===== config.mk =====
export PLATFORM = sky130hd
export DESIGN_NAME = icf_ctrl
export DESIGN_NICKNAME = d
export VERILOG_FILES = /design/src/rtl/core/icf_pkg.sv /design/src/rtl/core/icf_ctrl.sv
export SDC_FILE = /design/constraint.sdc
export NUM_CORES = 1
export LEC_CHECK = 0
export ABC_AREA = 1
export BUFFER_PORTS_ARGS = -buffer_cell sky130_fd_sc_hd__buf_4
export CORE_AREA = 3 3 40 42
export DETAILED_ROUTE_END_ITERATION = 10
export DIE_AREA = 0 0 43 45
export GPL_ROUTABILITY_DRIVEN = 0
export GPL_TIMING_DRIVEN = 0
export PLACE_DENSITY_LB_ADDON = 0.3
export SLEW_MARGIN = 20
export SYNTH_ARGS = -nofsm -noshare
export SYNTH_HDL_FRONTEND = slang
export SYNTH_SLANG_ARGS = --single-unit

===== constraint.sdc =====
create_clock -name clk -period 2.01 [get_ports clk]
set_input_delay 0.1005 -clock clk [delete_from_list [all_inputs] [get_ports clk]]
set_output_delay 0.1005 -clock clk [all_outputs]
set_load 0.01 [all_outputs]

===== src/rtl/core/icf_pkg.sv =====
// Package: shared types, sizes and controller states of the inversion counter.
`timescale 1ns / 1ps

package icf_pkg;

  // Sizes of the value space and of the sequence capacity
  localparam int VALUE_BITS = 16;
  localparam int MAX_ITEMS  = 1048576;
  localparam int TREE_SIZE  = 1 << VALUE_BITS;
  localparam int K_BITS     = VALUE_BITS + 1;
  localparam int CNT_BITS   = $clog2(MAX_ITEMS + 1);

  // Fixed field widths of the channels
  localparam int IN_VALUE_BITS = 16;
  localparam int TOTAL_BITS    = 39;
  localparam int SEEN_BITS     = 21;

  typedef struct packed {
    logic [IN_VALUE_BITS-1:0] value;
    logic                     first;
  } item_t;

  typedef struct packed {
    logic [TOTAL_BITS-1:0] running_inversions;
    logic [SEEN_BITS-1:0]  items_seen;
    logic                  dropped;
  } result_t;

  typedef enum logic [3:0] {
    ST_INIT_CLR,
    ST_IDLE,
    ST_SEQ_CLR,
    ST_START,
    ST_QUERY,
    ST_QLAST,
    ST_ACCUM,
    ST_UPDATE,
    ST_FINISH
  } state_t;

  // Commands from controller to datapath
  typedef struct packed {
    logic take_item;
    logic clr_totals;
    logic clr_write;
    logic start;
    logic q_read;
    logic accum;
    logic u_read;
    logic load_out;
  } ctrl_cmd_t;

  // Status from datapath to controller
  typedef struct packed {
    logic clr_done;
    logic full;
    logic q_last;
    logic u_last;
    logic out_busy;
  } dp_status_t;

endpackage


===== src/rtl/core/icf_ctrl.sv =====
// Controller: sequences clearing sweeps, tree query and tree update per transaction.
`timescale 1ns / 1ps

module icf_ctrl (
  input  logic               clk,
  input  logic               rst,
  input  logic               item_valid,
  input  logic               item_first,
  input  icf_pkg::dp_status_t sts,
  output icf_pkg::ctrl_cmd_t  cmd,
  output logic               item_stall
);
  import icf_pkg::*;

  state_t state;
  state_t state_next;
  logic   take;

  assign take       = item_valid && (state == ST_IDLE);
  assign item_stall = (state != ST_IDLE);

  // Hold state, start with the clearing pass after reset
  always_ff @(posedge clk) begin
    if (rst) begin
      state <= ST_INIT_CLR;
    end else begin
      state <= state_next;
    end
  end

  // Next state
  always_comb begin
    state_next = state;
    case (state)
      ST_INIT_CLR: begin
        if (sts.clr_done) state_next = ST_IDLE;
      end
      ST_IDLE: begin
        if (take) state_next = item_first ? ST_SEQ_CLR : ST_START;
      end
      ST_SEQ_CLR: begin
        if (sts.clr_done) state_next = ST_START;
      end
      ST_START: begin
        state_next = sts.full ? ST_FINISH : ST_QUERY;
      end
      ST_QUERY: begin
        if (sts.q_last) state_next = ST_QLAST;
      end
      ST_QLAST: begin
        state_next = ST_ACCUM;
      end
      ST_ACCUM: begin
        state_next = ST_UPDATE;
      end
      ST_UPDATE: begin
        if (sts.u_last) state_next = ST_FINISH;
      end
      ST_FINISH: begin
        if (!sts.out_busy) state_next = ST_IDLE;
      end
      default: begin
        state_next = ST_INIT_CLR;
      end
    endcase
  end

  // Command outputs
  always_comb begin
    cmd            = '0;
    cmd.take_item  = take;
    cmd.clr_totals = take && item_first;
    case (state)
      ST_INIT_CLR: cmd.clr_write = 1'b1;
      ST_SEQ_CLR:  cmd.clr_write = 1'b1;
      ST_START:    cmd.start     = 1'b1;
      ST_QUERY:    cmd.q_read    = 1'b1;
      ST_ACCUM:    cmd.accum     = 1'b1;
      ST_UPDATE:   cmd.u_read    = 1'b1;
      ST_FINISH:   cmd.load_out  = !sts.out_busy;
      default:     cmd.clr_write = 1'b0;
    endcase
  end

endmodule


==> key figures, run 1 <==
Die
  • Die H: ~45 µm
  • Die Wd: roughly 43 µm
  • Initial Util: around 32%
  • Die ar.: around 1900 µm²
  • Rows: 13
  • Core footprint: between 1000 and 1500 µm²
  • Boundary Pins: 18

Final layout
  • Fin util: a little under half
  • Most flops, register: state
  • Regs by FF count: state: 4 flops
  • Post-Layout Inst Area: about 590 µm²
  • Diodes inserted: 0
  • Max FFs per register: 4
  • Share of layout cells above drive strength 1: 47.0%
  • Area grow syn2layout: 40.5%
  • Total Nets Final: 94

Setup path
  • Crit path max fanout: 6
  • Slowest stage cell, crit path: dfxtp_1
  • Worst Path Arrival: ~1.4 ns
  • Crit end category: output pin
  • R2r setup slk: approximately 0.72 ns
  • WP data required: 1.91 ns
  • CP startpoint kind: register
  • Biggest cell delay along the critical path: between 0.3 and 0.4 ns
  • WS Path Type: register to output pin
  • CP cell instances: nor2_2 > nand2_2 > nor3b_1 > buf_4

CTS
  • PostCTS Resize Cnt: 0
  • CTS root buf: clkbuf_4
  • Clock latency on the worst-skew pair: between 0.2 and 0.25 ns
  • Htree depth: 1
  • Clk sinks: 4
  • TritonCTS buffer count: 3
  • Clk pin slew, worst setup/hold paths: 0.04 ns
  • Clk buf depth: 2
  • CTS tree: done
  • Post-CTS Repair Setup Buffers: 0
  • Number of buffers inserted by hold repair at cts: 0

STA
  • Fmax: roughly 0.68 GHz
  • Fin Clk Skew: ~0.0011 ns
  • Fin. max-slew vios: 0
  • Final Hold Viols: 0
  • Final period utilization: around 74%
  • Max_slew headroom: 78.7%
  • Setup-failing EPs final: 0
  • RSZ-0062 raised after global routing: no
  • Worst-margin pin slew: about 0.32 ns
  • Setup TNS: 0 ns
  • Post-layout minimum cycle time: 1.48 ns

GRT
  • Total GRT Usage: 12.1%
  • Remaining Overflow, GRT: 0
  • Largest net degree at the start of global routing: 8
  • Initial antenna violation count: 0
  • First-pass GRT wire length: about 1700 µm
  • Vias in the first global route: 410

Synthesis
  • Synth cell types: 21
  • Gate Count Post-Synth: 63
  • Top area cells in the synthesized netlist: dfxtp_1 (19%), nand2_1 (9.0%), nor2_1 (9.0%)
  • Most common flop cell mapped by yosys: dfxtp_1
  • Synth top cells by count: nand2_1 (10), nor2_1 (10), inv_1 (9)
  • Register area share after synthesis: 19.2%
  • Synth top area share: ~19%
  • Post-synth EDFFs: 0
  • Synth Warn #: 0
  • Synth Cell Area: 417 µm²
  • FFs w/ async S/R, synth: 0%
  • Flops & latches, synth: 4
  • Dominant cell type by area after synthesis: dfxtp_1
  • Syn_area_per_cell: about 6.6 µm²
  • Syn nets: 72

Route
  • DR vias/cell: between 4 and 5
  • DRC violations left: 0
  • Via count: between 400 and 500
  • Pre-antenna DRT Iters: 4
  • Initial DRC Count: 4
  • Antenna Nets Post-Route: 0
  • Final WL: about 1000 µm
  • Avg WL per Cell: about 10 µm

Run
  • # Max-Cap Violations: 0

Worst hold path
  • Hold Crit Class: input port to register

Placed design
  • I/O Buffers: 17
  • Hpwl dp: 840 µm
  • Placed cell areas: roughly 560 µm²

Pwr
  • Leak: roughly 0.31 nW
  • VDD IR-drop max: slightly below 0.5 mV
  • Power density over the cells: between 1000 and 1500 nW/µm²

Status
  • Status: completed
[placed cells by master, fill, tap and decap left out, drive strengths merged]
| master | synthesis | final |
|---|---|---|
| nor3b | 1 | 1 |
| nand4 | 2 | 2 |
| nor2 | 15 | 15 |
| a21oi | 2 | 2 |
| clkbuf | 0 | 3 |
| nand3 | 3 | 3 |
| nand2 | 16 | 16 |
| inv | 11 | 11 |
| o21ai | 1 | 1 |
| o21bai | 1 | 1 |
| o22ai | 1 | 1 |
| buf | 1 | 18 |
| nor3 | 4 | 4 |
| nand3b | 1 | 1 |
| dfxtp | 4 | 4 |
[area by class of cell]
| type | instances | area [µm²] |
|---|---|---|
| Multi-Input combinational cell | 47 | 288 |
| Sequential cell | 4 | 80.1 |
| Clock buffer | 3 | 22.5 |
| Tap cell | 15 | 18.8 |
| Timing Repair Buffer | 17 | 128 |
| Buffer | 1 | 7.51 |
| Fill cell | 138 | 699 |
| Inverter | 11 | 41.3 |
[routing by layer]
metal / global-route usage, % / vias to the layer above / share of wire, %
met2: 19.2 / 14 / 48
met5: 0 / - / 0
met3: 3.98 / 5 / 7.0
met4: 10.8 / 0 / 3.6
met1: 12.7 / 197 / 41
li1: - / 238 / -
[report_power, final]
| part | internal, mW | switching, mW |
|---|---|---|
| logic | 0.228 | 0.327 |
| registers | 0.115 | 0.0601 |
| clock network | 0.0671 | 0.0379 |
| total | 0.410 | 0.425 |
[cells by family after synthesis]
logic type             share of synthesized area (%)
AOI/OAI and AO/OA                               6.91
buffers and inverters                           11.7
DFF                                             19.2
and+or+nand+nor                                 62.2
[final timing paths]
kind,from,end,cells after the start
max,state[3]$_SDFFE_PP0P_,cmd[6],4
min,rst,state[1]$_SDFFE_PP0P_,4
max reg2reg,state[3]$_SDFFE_PP0P_,state[0]$_SDFFE_PP0P_,6
min reg2reg,state[2]$_SDFFE_PP0P_,state[2]$_SDFFE_PP0P_,2
[worst max-delay path: cells and delay by family, from the launching register on]
kind                   cells  cell delay [ns]
buffers and inverters      1             0.15
flip-flops                 1             0.37
AND/OR/NAND/NOR            3             0.63
[through the flow]
stage	hold slack, ns	std cells	setup slack, ns	power [mW]
2_1_floorplan	0.252	63	0.858	0.574
3_3_place_gp	0.388	95	0.749	0.729
3_5_place_dp	0.393	95	0.706	0.738
4_1_cts	0.139	98	0.526	0.847
5_1_grt	0.161	98	0.415	0.916
6_report	0.137	98	0.531	0.835
(Power assumes the default switching activity.)
==> run 2, diff against run 1 <==
==> constraint.sdc (replaced) <==
create_clock -name clk -period 1.5 [get_ports clk]
set_input_delay 0.075 -clock clk [delete_from_list [all_inputs] [get_ports clk]]
set_output_delay 0.075 -clock clk [all_outputs]
set_load 0.01 [all_outputs]
==> key figures, run 2 (synthesized netlist as in run 1, its figures left out) <==
STA
  • Fmax: around 0.73 GHz
  • Setup WS post-layout: about 0.14 ns
  • Fin. max-slew vios: 0
  • RSZ-0062 raised after global routing: no
  • Final period utilization: between 90% and 100%
  • Setup-failing EPs final: 0
  • Final Hold Viols: 0
  • Worst-margin pin slew: 0.276 ns
  • Max_slew headroom: about 82%
  • Hold Worst Slack: 0.112 ns
  • Fin Clk Skew: roughly 0.0011 ns
  • Post-layout minimum cycle time: between 1 and 1.5 ns
  • Setup TNS: 0 ns

GRT
  • Vias in the first global route: 410
  • Total GRT Usage: between 10% and 20%
  • Largest net degree at the start of global routing: 8
  • Initial antenna violation count: 0
  • First-pass GRT wire length: between 1500 and 2000 µm
  • Remaining Overflow, GRT: 0

Route
  • DR vias/cell: between 4 and 5
  • Met1 Wirelength: roughly 420 µm
  • Initial DRC Count: 3
  • Highest metal used: met4
  • Avg WL per Cell: slightly above 10 µm
  • Met3 WL: approximately 70 µm
  • Antenna Nets Post-Route: 0
  • DRC violations left: 0
  • Via count: ~450
  • Final WL: 995 µm
  • Pre-antenna DRT Iters: 4
  • Met2 wire length: approximately 470 µm

Final layout
  • Diodes inserted: 0
  • Share of layout cells above drive strength 1: between 40 and 50%
  • Post-Layout Inst Area: a little under 600 µm²
  • Commonest non-fill, non-tap cell in the layout: buf_4
  • Most frequent cells in the layout: buf_4 (18), nand2_1 (10), nor2_1 (9), inv_1 (9)
  • FILL cells: approximately 140
  • Final std cells w/o fill: 98
  • Regs by FF count: state: 4 flops
  • Total Nets Final: between 90 and 100
  • Fin util: 46.3%
  • Most flops, register: state
  • Max FFs per register: 4
  • Area grow syn2layout: 42.6%

CTS
  • Clk sinks: 4
  • Clock latency on the worst-skew pair: 0.24 ns
  • Clk buf depth: 2
  • Number of buffers inserted by hold repair at cts: 0
  • TritonCTS buffer count: 3
  • PostCTS Resize Cnt: 0
  • CTS root buf: clkbuf_4
  • CTS tree: done
  • Post-CTS Repair Setup Buffers: 0
  • Clk pin slew, worst setup/hold paths: around 0.040 ns
  • Htree depth: 1

Die
  • Core footprint: around 1300 µm²
  • Initial Util: about 32%
  • Die H: between 40 and 50 µm
  • Die ar.: 1940 µm²
  • Die Wd: ~43 µm
  • Rows: 13
  • Boundary Pins: 18

Placed design
  • Hpwl dp: 840 µm
  • Inst Count DP: between 90 and 100
  • I/O Buffers: 17
  • Placed cell areas: about 560 µm²
  • Setup slack after placement: 0.196 ns

Pwr
  • Internal: around 0.56 mW
  • Sw Ratio: 50.9%
  • Leak: 0.314 nW
  • Power share of the clock group: between 10% and 20%
  • Comb pwr share: about two thirds
  • Total power: roughly 1.1 mW
  • Flop pwr share: a little over a fifth
  • VDD IR-drop max: 0.707 mV
  • Power density over the cells: 1930 nW/µm²
  • NetSw: about 0.6 mW

Setup path
  • Worst Path Arrival: ~1.3 ns
  • WS Path Type: register to output pin
  • Crit end category: output pin
  • Setup crit start: state[3]$_SDFFE_PP0P_
  • CP startpoint kind: register
  • WP data required: 1.42 ns
  • FF-to-FF Start: state[3]$_SDFFE_PP0P_
  • Crit path max fanout: 6
  • Worst Reg-to-Reg Cells: 9

Worst hold path
  • Hold Path Origin: rst
  • Hold Crit Class: input port to register
  • Hold Path Depth: 4

Run
  • # Max-Cap Violations: 0

Status
  • Status: completed
run 2: layer usage:
| layer | vias to the layer above | GRT usage [%] |
|---|---|---|
| met5 | - | 0 |
| li1 | 238 | - |
| met1 | 192 | 12.7 |
| met3 | 5 | 3.98 |
| met2 | 14 | 19.2 |
| met4 | 0 | 10.8 |
run 2: final cells by class:
cell class / count / area, µm² / area share, %
Multi-Input combinational cell: 47 / 295 / 49.7
Timing Repair Buffer: 17 / 128 / 21.5
Sequential cell: 4 / 81.3 / 13.7
Inverter: 11 / 41.3 / 6.95
Clock buffer: 3 / 22.5 / 3.79
Tap cell: 15 / 18.8 / 3.16
Buffer: 1 / 7.51 / 1.26
run 2: worst max-delay path, cell delays in order, from the launching register on:
cell	delay, ns
dfxtp_1	0.38
nor2_4	0.22
nand2_2	0.11
nor3b_1	0.19
buf_4	0.15
run 2: power by group through the flow:
| stage | Combinational [mW] | Sequential [mW] | Clock, mW |
|---|---|---|---|
| 2_1_floorplan | 0.549 | 0.220 | 0 |
| 3_3_place_gp | 0.740 | 0.236 | 0 |
| 3_5_place_dp | 0.754 | 0.236 | 0 |
| 4_1_cts | 0.754 | 0.234 | 0.146 |
| 5_1_grt | 0.844 | 0.259 | 0.150 |
| 6_report | 0.756 | 0.250 | 0.141 |
run 2: final timing paths:
check                           to  slack (ns)
max                         cmd[6]        0.14
max reg2reg  state[0]$_SDFFE_PP0P_        0.22
min reg2reg  state[2]$_SDFFE_PP0P_        0.56
min          state[1]$_SDFFE_PP0P_        0.11
